`config.mk`:
```
export PLATFORM = sky130hd
export DESIGN_NAME = round_robin_task_picker
export DESIGN_NICKNAME = d
export VERILOG_FILES = /design/src/sv/rrtp_pkg.sv /design/src/sv/rrtp_ram.sv /design/src/sv/rrtp_ctrl.sv /design/src/sv/round_robin_task_picker.sv
export SDC_FILE = /design/constraint.sdc
export NUM_CORES = 2
export LEC_CHECK = 0
export BUFFER_PORTS_ARGS = -buffer_cell sky130_fd_sc_hd__buf_2
export CORE_ASPECT_RATIO = 0.5
export CORE_UTILIZATION = 55
export CTS_BUF_LIST = sky130_fd_sc_hd__clkbuf_8
export DETAILED_ROUTE_END_ITERATION = 6
export MAX_ROUTING_LAYER = met4
export PLACE_DENSITY_LB_ADDON = 0.1
export SLEW_MARGIN = 20
export SYNTH_ARGS = -nofsm -noshare
export SYNTH_HDL_FRONTEND = slang
export SYNTH_SLANG_ARGS = --single-unit
```
`constraint.sdc`:
```
create_clock -name clk -period 67.8 [get_ports clk]
set_input_delay 3.39 -clock clk [delete_from_list [all_inputs] [get_ports clk]]
set_output_delay 3.39 -clock clk [all_outputs]
set_load 0.05 [all_outputs]
```
`src/sv/rrtp_pkg.sv`:
```
package rrtp_pkg;

  localparam int SLOTS_DEF = 1024;
  localparam int STATUS_W  = 3;
  localparam int SLOT_W    = 10;
  localparam int DEC_W     = 3;

  // slot status codes
  localparam logic [STATUS_W-1:0] STAT_FREE     = 3'd0;
  localparam logic [STATUS_W-1:0] STAT_DYING    = 3'd1;
  localparam logic [STATUS_W-1:0] STAT_RUNNABLE = 3'd2;
  localparam logic [STATUS_W-1:0] STAT_RUNNING  = 3'd3;

  // commands
  localparam logic CMD_WRITE = 1'b0;
  localparam logic CMD_YIELD = 1'b1;

  // decisions
  localparam logic [DEC_W-1:0] DEC_RUN    = 3'd0;
  localparam logic [DEC_W-1:0] DEC_RERUN  = 3'd1;
  localparam logic [DEC_W-1:0] DEC_HALT   = 3'd2;
  localparam logic [DEC_W-1:0] DEC_NOLIVE = 3'd3;
  localparam logic [DEC_W-1:0] DEC_WRITE  = 3'd4;

  typedef enum logic [1:0] {
    ST_CLEAR,
    ST_IDLE,
    ST_SCAN,
    ST_RESP
  } state_t;

  typedef struct packed {
    logic [DEC_W-1:0]  decision;
    logic [SLOT_W-1:0] chosen_slot;
  } res_t;

endpackage

```
`src/sv/rrtp_ram.sv`:
```
module rrtp_ram #(
  parameter int WIDTH = 8,
  parameter int DEPTH = 256
) (
  input  logic                     clk,
  input  logic                     we,
  input  logic [$clog2(DEPTH)-1:0] addr,
  input  logic [WIDTH-1:0]         wdata,
  output logic [WIDTH-1:0]         rdata
);

  logic [WIDTH-1:0] mem [DEPTH];

  always_ff @(posedge clk) begin
    if (we) begin
      mem[addr] <= wdata;
    end
    rdata <= mem[addr];
  end

endmodule

```
`src/sv/rrtp_ctrl.sv`:
```
module rrtp_ctrl #(
  parameter int SLOTS = rrtp_pkg::SLOTS_DEF
) (
  input  logic                                clk,
  input  logic                                rst,
  input  logic                                in_valid,
  output logic                                in_ready,
  input  logic                                cmd,
  input  logic [rrtp_pkg::SLOT_W-1:0]         slot_index,
  input  logic [rrtp_pkg::STATUS_W-1:0]       new_status,
  output logic                                ram_we,
  output logic [$clog2(SLOTS)-1:0]            ram_addr,
  output logic [rrtp_pkg::STATUS_W-1:0]       ram_wdata,
  input  logic [rrtp_pkg::STATUS_W-1:0]       ram_rdata,
  output logic                                res_valid,
  input  logic                                res_ready,
  output rrtp_pkg::res_t                      res
);

  localparam int AW = $clog2(SLOTS);
  localparam int CW = $clog2(SLOTS + 1);
  localparam int IW = (AW > rrtp_pkg::SLOT_W) ? AW : rrtp_pkg::SLOT_W;

  rrtp_pkg::state_t state, state_next;
  logic [AW-1:0] pos, pos_next;
  logic [CW-1:0] cnt, cnt_next;
  logic          rd_vld, rd_vld_next;
  logic [AW-1:0] rd_pos, rd_pos_next;
  logic [AW-1:0] cur_slot, cur_slot_next;
  logic          cur_valid, cur_valid_next;
  logic          cur_run, cur_run_next;
  logic          any_alive, any_alive_next;
  rrtp_pkg::res_t res_next;

  logic          issue;
  logic          hit_cur;
  logic          alive;
  logic          in_range;

  function automatic logic [AW-1:0] next_pos(input logic [AW-1:0] p);
    next_pos = (p == AW'(SLOTS - 1)) ? '0 : p + 1'b1;
  endfunction

  // low bits of a slot number as reported on the output
  function automatic logic [rrtp_pkg::SLOT_W-1:0] to_slot(input logic [AW-1:0] s);
    logic [IW-1:0] ext;
    ext = IW'(s);
    to_slot = ext[rrtp_pkg::SLOT_W-1:0];
  endfunction

  assign in_range = 32'(slot_index) < 32'(SLOTS);
  assign issue    = cnt != CW'(SLOTS);
  assign hit_cur  = cur_valid && (rd_pos == cur_slot) && (ram_rdata == rrtp_pkg::STAT_RUNNING);
  assign alive    = (ram_rdata == rrtp_pkg::STAT_DYING) ||
                    (ram_rdata == rrtp_pkg::STAT_RUNNABLE) ||
                    (ram_rdata == rrtp_pkg::STAT_RUNNING);

  always_ff @(posedge clk) begin
    if (rst) begin
      state     <= rrtp_pkg::ST_CLEAR;
      pos       <= '0;
      cnt       <= '0;
      rd_vld    <= 1'b0;
      cur_slot  <= '0;
      cur_valid <= 1'b0;
    end else begin
      state     <= state_next;
      pos       <= pos_next;
      cnt       <= cnt_next;
      rd_vld    <= rd_vld_next;
      cur_slot  <= cur_slot_next;
      cur_valid <= cur_valid_next;
    end
    rd_pos    <= rd_pos_next;
    cur_run   <= cur_run_next;
    any_alive <= any_alive_next;
    res       <= res_next;
  end

  always_comb begin
    state_next     = state;
    pos_next       = pos;
    cnt_next       = cnt;
    rd_vld_next    = rd_vld;
    rd_pos_next    = rd_pos;
    cur_slot_next  = cur_slot;
    cur_valid_next = cur_valid;
    cur_run_next   = cur_run;
    any_alive_next = any_alive;
    res_next       = res;
    ram_we         = 1'b0;
    ram_addr       = pos;
    ram_wdata      = new_status;
    in_ready       = 1'b0;
    res_valid      = 1'b0;

    case (state)
      rrtp_pkg::ST_CLEAR: begin
        ram_we    = 1'b1;
        ram_wdata = rrtp_pkg::STAT_FREE;
        pos_next  = next_pos(pos);
        if (pos == AW'(SLOTS - 1)) begin
          state_next = rrtp_pkg::ST_IDLE;
        end
      end

      rrtp_pkg::ST_IDLE: begin
        in_ready = 1'b1;
        if (in_valid) begin
          if (cmd == rrtp_pkg::CMD_WRITE) begin
            ram_we               = in_range;
            ram_addr             = AW'(slot_index);
            res_next.decision    = rrtp_pkg::DEC_WRITE;
            res_next.chosen_slot = '0;
            state_next           = rrtp_pkg::ST_RESP;
          end else begin
            pos_next       = cur_valid ? next_pos(cur_slot) : AW'(1);
            cnt_next       = '0;
            rd_vld_next    = 1'b0;
            cur_run_next   = 1'b0;
            any_alive_next = 1'b0;
            state_next     = rrtp_pkg::ST_SCAN;
          end
        end
      end

      rrtp_pkg::ST_SCAN: begin
        // one read issued per cycle, data checked in the following cycle
        rd_vld_next = issue;
        rd_pos_next = pos;
        if (issue) begin
          pos_next = next_pos(pos);
          cnt_next = cnt + 1'b1;
        end
        if (rd_vld) begin
          cur_run_next   = cur_run | hit_cur;
          any_alive_next = any_alive | alive;
          if (ram_rdata == rrtp_pkg::STAT_RUNNABLE) begin
            cur_slot_next        = rd_pos;
            cur_valid_next       = 1'b1;
            res_next.decision    = rrtp_pkg::DEC_RUN;
            res_next.chosen_slot = to_slot(rd_pos);
            state_next           = rrtp_pkg::ST_RESP;
          end else if (!issue) begin
            // last entry seen, nothing runnable
            state_next = rrtp_pkg::ST_RESP;
            if (cur_run || hit_cur) begin
              res_next.decision    = rrtp_pkg::DEC_RERUN;
              res_next.chosen_slot = to_slot(cur_slot);
            end else if (any_alive || alive) begin
              res_next.decision    = rrtp_pkg::DEC_HALT;
              res_next.chosen_slot = '0;
              cur_valid_next       = 1'b0;
              cur_slot_next        = '0;
            end else begin
              res_next.decision    = rrtp_pkg::DEC_NOLIVE;
              res_next.chosen_slot = '0;
            end
          end
        end
      end

      rrtp_pkg::ST_RESP: begin
        res_valid = 1'b1;
        if (res_ready) begin
          state_next = rrtp_pkg::ST_IDLE;
        end
      end

      default: begin
        state_next = rrtp_pkg::ST_IDLE;
      end
    endcase
  end

endmodule

```
`src/sv/round_robin_task_picker.sv`:
```
// Round-robin task picker over a table of SLOTS task slot status codes.
// Input channel (in_valid/in_ready): one word per command. cmd = write stores
// new_status at slot_index (indices >= SLOTS store nothing) and answers
// "write done". cmd = yield scans the table circularly from just after the
// current slot (slot 1 if none) for a runnable slot; failing that it reruns
// a still-running current slot, halts, or reports no live slot.
// Output channel (out_valid/out_ready): exactly one word per input word,
// decision and chosen_slot, held in an output register.
// Throughput: one command at a time. A write moves from accept straight to the
// response state. A yield reads the status RAM one entry per cycle, stopping
// at the first runnable slot or once the whole table has been scanned.
// Reset: rst (synchronous) clears the current slot, then a clearing pass
// writes every RAM entry to free, during which in_ready is low.
// Stall: while the output word waits, the next command can be accepted and
// processed; its result waits inside until the output register frees up.
module round_robin_task_picker #(
  parameter int SLOTS = rrtp_pkg::SLOTS_DEF
) (
  input  logic                                clk,
  input  logic                                rst,
  input  logic                                in_valid,
  output logic                                in_ready,
  input  logic                                cmd,
  input  logic [rrtp_pkg::SLOT_W-1:0]         slot_index,
  input  logic [rrtp_pkg::STATUS_W-1:0]       new_status,
  output logic                                out_valid,
  input  logic                                out_ready,
  output logic [rrtp_pkg::DEC_W-1:0]          decision,
  output logic [rrtp_pkg::SLOT_W-1:0]         chosen_slot
);

  localparam int AW = $clog2(SLOTS);

  logic                          ram_we;
  logic [AW-1:0]                 ram_addr;
  logic [rrtp_pkg::STATUS_W-1:0] ram_wdata;
  logic [rrtp_pkg::STATUS_W-1:0] ram_rdata;
  logic                          res_valid;
  logic                          res_ready;
  rrtp_pkg::res_t                res;

  rrtp_ram #(
    .WIDTH (rrtp_pkg::STATUS_W),
    .DEPTH (SLOTS)
  ) u_status_ram (
    .clk   (clk),
    .we    (ram_we),
    .addr  (ram_addr),
    .wdata (ram_wdata),
    .rdata (ram_rdata)
  );

  rrtp_ctrl #(
    .SLOTS (SLOTS)
  ) u_ctrl (
    .clk        (clk),
    .rst        (rst),
    .in_valid   (in_valid),
    .in_ready   (in_ready),
    .cmd        (cmd),
    .slot_index (slot_index),
    .new_status (new_status),
    .ram_we     (ram_we),
    .ram_addr   (ram_addr),
    .ram_wdata  (ram_wdata),
    .ram_rdata  (ram_rdata),
    .res_valid  (res_valid),
    .res_ready  (res_ready),
    .res        (res)
  );

  // output register
  assign res_ready = !out_valid || out_ready;

  always_ff @(posedge clk) begin
    if (rst) begin
      out_valid <= 1'b0;
    end else if (res_ready) begin
      out_valid <= res_valid;
    end
    if (res_ready && res_valid) begin
      decision    <= res.decision;
      chosen_slot <= res.chosen_slot;
    end
  end

endmodule
```
==> impl_table.tex <==
\begin{tabular}{lr}
\hline
Metric & Value \\
\hline
\multicolumn{2}{l}{\textbf{Clocking}} \\
\quad Clock insertion delay at the later pin of the skew report & a little over 1 ns \\
\quad Total of cells resized after clock tree synthesis & 0 \\
\quad Clock-pin slew of the registers on the worst-case setup and hold paths & 0.07 ns \\
\quad CTS Hold Bufs & 0 \\
\quad H-Tree Level Count & 5 \\
\quad CTS tree & done \\
\quad Postcts setup bufs & 0 \\
\quad CTS Buf Count & 434 \\
\quad Clk buf depth & 4 \\
\quad Root buffer selected by CTS & sky130\_fd\_sc\_hd\_\_clkbuf\_8 \\
\quad Sink count of the clock tree & 3149 \\
\multicolumn{2}{l}{\textbf{Die}} \\
\quad Floorplan die area & $\sim$230000 sq um \\
\quad Initial Utilization & 0.556 \\
\quad Row count & 124 \\
\quad CORE AREA & 229000 sq um \\
\quad Vert. Die Dim & 343 microns \\
\quad I/O pin total & 33 \\
\quad Horizontal extent of the die & 683 microns \\
\multicolumn{2}{l}{\textbf{Logic synthesis}} \\
\quad Number of enable flip-flop cells after synthesis & 3110 \\
\quad Most area-hungry cell type in the Yosys netlist & sky130\_fd\_sc\_hd\_\_edfxtp\_1 \\
\quad Cell types with the highest counts after synthesis & 3110 x sky130\_fd\_sc\_hd\_\_edfxtp\_1, 1100 x sky130\_fd\_sc\_hd\_\_nor2\_1, 1065 x sky130\_fd\_sc\_hd\_\_mux2i\_1 \\
\quad Share of synthesized cell area in and, or, nand and nor gates & 0.0653 \\
\quad Per-instance average area after synthesis & 15.4 sq um \\
\quad Count of synthesis-stage warnings from yosys & 0 \\
\quad Number of distinct library cell variants in the gate-level netlist after synthesis & 76 \\
\quad Most frequently used cell type in the post-synthesis netlist & sky130\_fd\_sc\_hd\_\_edfxtp\_1 \\
\quad Share of flip-flops with an asynchronous set or reset after synthesis & 0 \\
\quad Share of the synthesized area in compound gates (AO/OA/AOI/OAI) & 0.0693 \\
\quad Proportion of synthesized area in mux cells & 0.100 \\
\quad Adder-Cell Fraction of Synth Area & 0.000785 \\
\quad Synth top area share & 0.732 \\
\quad Area share of xor/xnor cells in the synthesized design & 0.00172 \\
\quad Cell types with the largest area share after synthesis & sky130\_fd\_sc\_hd\_\_edfxtp\_1 73\%, sky130\_fd\_sc\_hd\_\_mux2i\_1 8.4\%, sky130\_fd\_sc\_hd\_\_nor2\_1 3.2\%, sky130\_fd\_sc\_hd\_\_o22ai\_1 2.5\%, sky130\_fd\_sc\_hd\_\_nand2\_1 1.8\% \\
\quad Number of register bits inferred by synthesis & roughly 3100 \\
\quad Net count after synthesis & 8329 \\
\quad Sequential element share of the synthesized area & 0.738 \\
\quad Most used DFF post-synth & sky130\_fd\_sc\_hd\_\_edfxtp\_1 \\
\quad Dominant combinational cell family by area after synthesis & multiplexers \\
\quad Mapped Cells & 8303 \\
\quad Cell area after synthesis & 128000 sq um \\
\multicolumn{2}{l}{\textbf{Routing}} \\
\quad Total Routed Length & 396000 microns \\
\quad Wirelength per Cell & 33.6 microns \\
\quad Number of nets with antenna violations after detailed routing & 0 \\
\quad Total via count in the routed design & 78000 \\
\quad Drt initial violations & 13000 \\
\quad M1 WL & between 150000 and 200000 microns \\
\quad Detailed Routing Iterations Pass 1 & 6 \\
\quad Drt drc & 0 \\
\quad Met2 wire length & 166000 microns \\
\quad Highest routing layer actually used & met4 \\
\quad Routed wl met3 & 57800 microns \\
\quad Drt via density & 6.62 \\
\multicolumn{2}{l}{\textbf{Global route}} \\
\quad Number of global-route vias before repair & 73200 \\
\quad Global-route wire length before repair & around 550000 microns \\
\quad Largest net degree at the start of global routing & 182 \\
\quad Combined global-route utilization of all metal layers & 0.343 \\
\quad Total congestion overflow after global routing & 0 \\
\quad Initial antenna violation count & 35 \\
\multicolumn{2}{l}{\textbf{Min path}} \\
\quad Hold EP & chosen\_slot[8] \\
\quad Classification of the worst-slack hold path & reg2reg \\
\quad Launch instance of the worst min-delay path & u\_ctrl.res[8] \\
\quad Worst hold path cell count & 0 \\
\multicolumn{2}{l}{\textbf{Job}} \\
\quad Max Cap Violations & 0 \\
\multicolumn{2}{l}{\textbf{Worst setup path}} \\
\quad Launching element type of the critical path & primary input \\
\quad Critical path endpoint category & register \\
\quad Arrival time worst endpoint & between 10 and 15 ns \\
\quad Worst reg-to-reg path cell count & 17 \\
\quad Worst-path maximum fanout & 124 \\
\quad Minimum setup slack among reg-to-reg paths & just under 60 ns \\
\quad Critical R2R Capture & u\_status\_ram.rdata[2] \\
\quad Startpoint of the lowest-slack register-to-register path & u\_ctrl.state[1] \\
\quad Worst Path Required & $\sim$69 ns \\
\quad Crit path kind & in2reg \\
\multicolumn{2}{l}{\textbf{Placed design}} \\
\quad Cells after DPL & 11000 \\
\quad Count of buffers inserted at the top-level ports & 32 \\
\quad Final HPWL DP & 222000 microns \\
\quad GPL Wtd Cong & roughly 0.87 \\
\quad Area post-placement & roughly 130000 sq um \\
\multicolumn{2}{l}{\textbf{Final layout}} \\
\quad Area growth syn-to-layout & 8.74\% \\
\quad Nets & 8377 \\
\quad Share of the core filled with cells in the final layout & 0.605 \\
\quad Finished layout cell area & 139000 sq um \\
\quad Layout cell share with drive strength beyond 1 & 0.110 \\
\quad Post-layout instance count excluding filler cells & 11800 \\
\quad Count of fill cells added during filler insertion & 17300 \\
\multicolumn{2}{l}{\textbf{Timing}} \\
\quad Fin crit period & 10.54 ns \\
\quad Worst rel slew slack & 0.181 \\
\quad RSZ-0062 raised after global routing & no \\
\quad Final count of pins violating max slew & 0 \\
\quad Maximum clock skew at final layout & 0.0441 ns \\
\quad Final number of setup-violating endpoints & 0 \\
\quad Slew at the pin with the worst max-slew slack & around 1.2 ns \\
\quad Highest clock frequency the design can meet & approximately 95 MHz \\
\quad Final worst-path cycle share & 0.156 \\
\quad Summed negative setup slack over all endpoints & 0 ns \\
\quad Hold Violations, Final & 0 \\
\multicolumn{2}{l}{\textbf{Power and ir drop}} \\
\quad Maximum vdd ir drop & 0.0345 mV \\
\quad Static power due to leakage & 45.6 nW \\
\quad P per Cell Area & 34.1 nW/um\^{}2 \\
\multicolumn{2}{l}{\textbf{Run status}} \\
\quad Outcome & complete, no violations \\
\hline
\end{tabular}
==> sequential cells by signal (all words and copies together), names as in the netlist <==
register	flops
u_status_ram.rdata	3
u_ctrl.rd_pos	10
out_valid	1
u_ctrl.pos	10
u_ctrl.res	13
u_ctrl.cnt	11
chosen_slot	10
u_ctrl.state	2
u_ctrl.cur_valid	1
u_status_ram.mem	3072
u_ctrl.rd_vld	1
u_ctrl.cur_slot	10
decision	3
u_ctrl.any_alive	1
u_ctrl.cur_run	1
==> logic make-up (layout without fill, tap and decap cells) <==
kind of cell               after synthesis  count (layout)
AOI/OAI and AO/OA                     1284            1284
muxes                                 1161            1161
xor gates and xnor gates                25              25
adders and majority gates                8               8
buffers and inverters                  657            1041
other                                    0              18
and+or+nand+nor                       2019            2019
DFF                                   3149            3149
==> power by group <==
group | switching [W] | internal [W] | leakage (nW)
sequential | 0.0000125 | 0.00228 | 29.0
clock | 0.000722 | 0.000631 | 4.48
combinational | 0.000757 | 0.000335 | 12.1
==> worst max-delay path, stage by stage <==
cell                        delay, ns
sky130_fd_sc_hd__buf_2           0.12
sky130_fd_sc_hd__and3b_4         0.35
sky130_fd_sc_hd__o21ai_4         0.37
sky130_fd_sc_hd__buf_4           0.74
sky130_fd_sc_hd__buf_4           0.81
sky130_fd_sc_hd__buf_4           0.70
sky130_fd_sc_hd__buf_12          0.63
sky130_fd_sc_hd__buf_12          0.58
sky130_fd_sc_hd__buf_4           0.75
sky130_fd_sc_hd__mux2i_1         0.27
sky130_fd_sc_hd__o22ai_1         0.13
sky130_fd_sc_hd__nor4_1          0.49
sky130_fd_sc_hd__a21oi_1         0.20
sky130_fd_sc_hd__or4_1           0.59
sky130_fd_sc_hd__a2bb2oi_1       0.49
sky130_fd_sc_hd__nand4_1         0.16
==> metal layers <==
layer | vias to the layer above | GRT usage
met4 | 0 | 0.0904
met1 | 39700 | 0.507
met3 | 656 | 0.0948
li1 | 32300 | -
met5 | - | -
met2 | 5345 | 0.470
==> through the flow <==
stage                     setup WS [ns]  hold WS, ns  power, W
after floorplan                   34.88        0.400   0.00325
after global placement            56.23        0.400   0.00339
after detailed placement          56.48        0.405   0.00340
after CTS                         57.55        0.419   0.00472
after global routing              57.13        0.424   0.00486
final                             57.26        0.409   0.00473
==> cells in the final DEF (no fill, tap or decap), types with 9 or more instances in the layout <==
cell type / n
sky130_fd_sc_hd__dfxtp_1: 38
sky130_fd_sc_hd__a22oi_1: 49
sky130_fd_sc_hd__nand2_4: 41
sky130_fd_sc_hd__nand4_1: 9
sky130_fd_sc_hd__buf_4: 206
sky130_fd_sc_hd__clkinv_1: 108
sky130_fd_sc_hd__clkinv_2: 56
sky130_fd_sc_hd__nor2_1: 1099
sky130_fd_sc_hd__clkbuf_8: 448
sky130_fd_sc_hd__xor2_1: 15
sky130_fd_sc_hd__o2111a_1: 25
sky130_fd_sc_hd__nor3b_1: 9
sky130_fd_sc_hd__buf_2: 32
sky130_fd_sc_hd__edfxtp_1: 3110
sky130_fd_sc_hd__a22o_1: 14
sky130_fd_sc_hd__o21ai_0: 30
sky130_fd_sc_hd__nor3_1: 28
sky130_fd_sc_hd__or4_1: 23
sky130_fd_sc_hd__o211ai_1: 100
sky130_fd_sc_hd__mux2i_1: 1060
sky130_fd_sc_hd__xnor2_1: 10
sky130_fd_sc_hd__inv_1: 159
sky130_fd_sc_hd__o2bb2ai_1: 99
sky130_fd_sc_hd__nand2_1: 581
sky130_fd_sc_hd__mux4_2: 89
sky130_fd_sc_hd__buf_12: 13
sky130_fd_sc_hd__o22ai_1: 504
sky130_fd_sc_hd__a31oi_1: 27
sky130_fd_sc_hd__o2111ai_1: 9
sky130_fd_sc_hd__diode_2: 18
sky130_fd_sc_hd__a41oi_1: 18
sky130_fd_sc_hd__o211a_1: 99
sky130_fd_sc_hd__nor4_1: 142
sky130_fd_sc_hd__a21oi_1: 239
sky130_fd_sc_hd__nand3_1: 26
sky130_fd_sc_hd__and3_1: 11
==> final cells by class <==
class / instances / area [sq um] / area share
antenna: 18 / 45.0 / 0.000325
inverter: 17 / 66.3 / 0.000478
clock buffer: 448 / 6170 / 0.0444
sequential: 3149 / 94200 / 0.679
tap: 3087 / 3860 / 0.0278
clock inverter: 324 / 1490 / 0.0107
timing repair buffer: 252 / 1980 / 0.0143
multi-input combinational: 4497 / 30900 / 0.223
==> worst max path at each step <==
stage | start | cells past startpoint | slack [ns] | to
after floorplan | new_status[0] | 1 | 34.88 | u_status_ram.mem[0][0]
after global placement | cmd | 14 | 56.23 | u_status_ram.rdata[1]
after detailed placement | cmd | 16 | 56.48 | u_status_ram.rdata[2]
after CTS | cmd | 16 | 57.55 | u_status_ram.rdata[2]
after global routing | cmd | 16 | 57.13 | u_status_ram.rdata[2]
final | cmd | 16 | 57.26 | u_status_ram.rdata[2]
(Power assumes the default switching activity.)
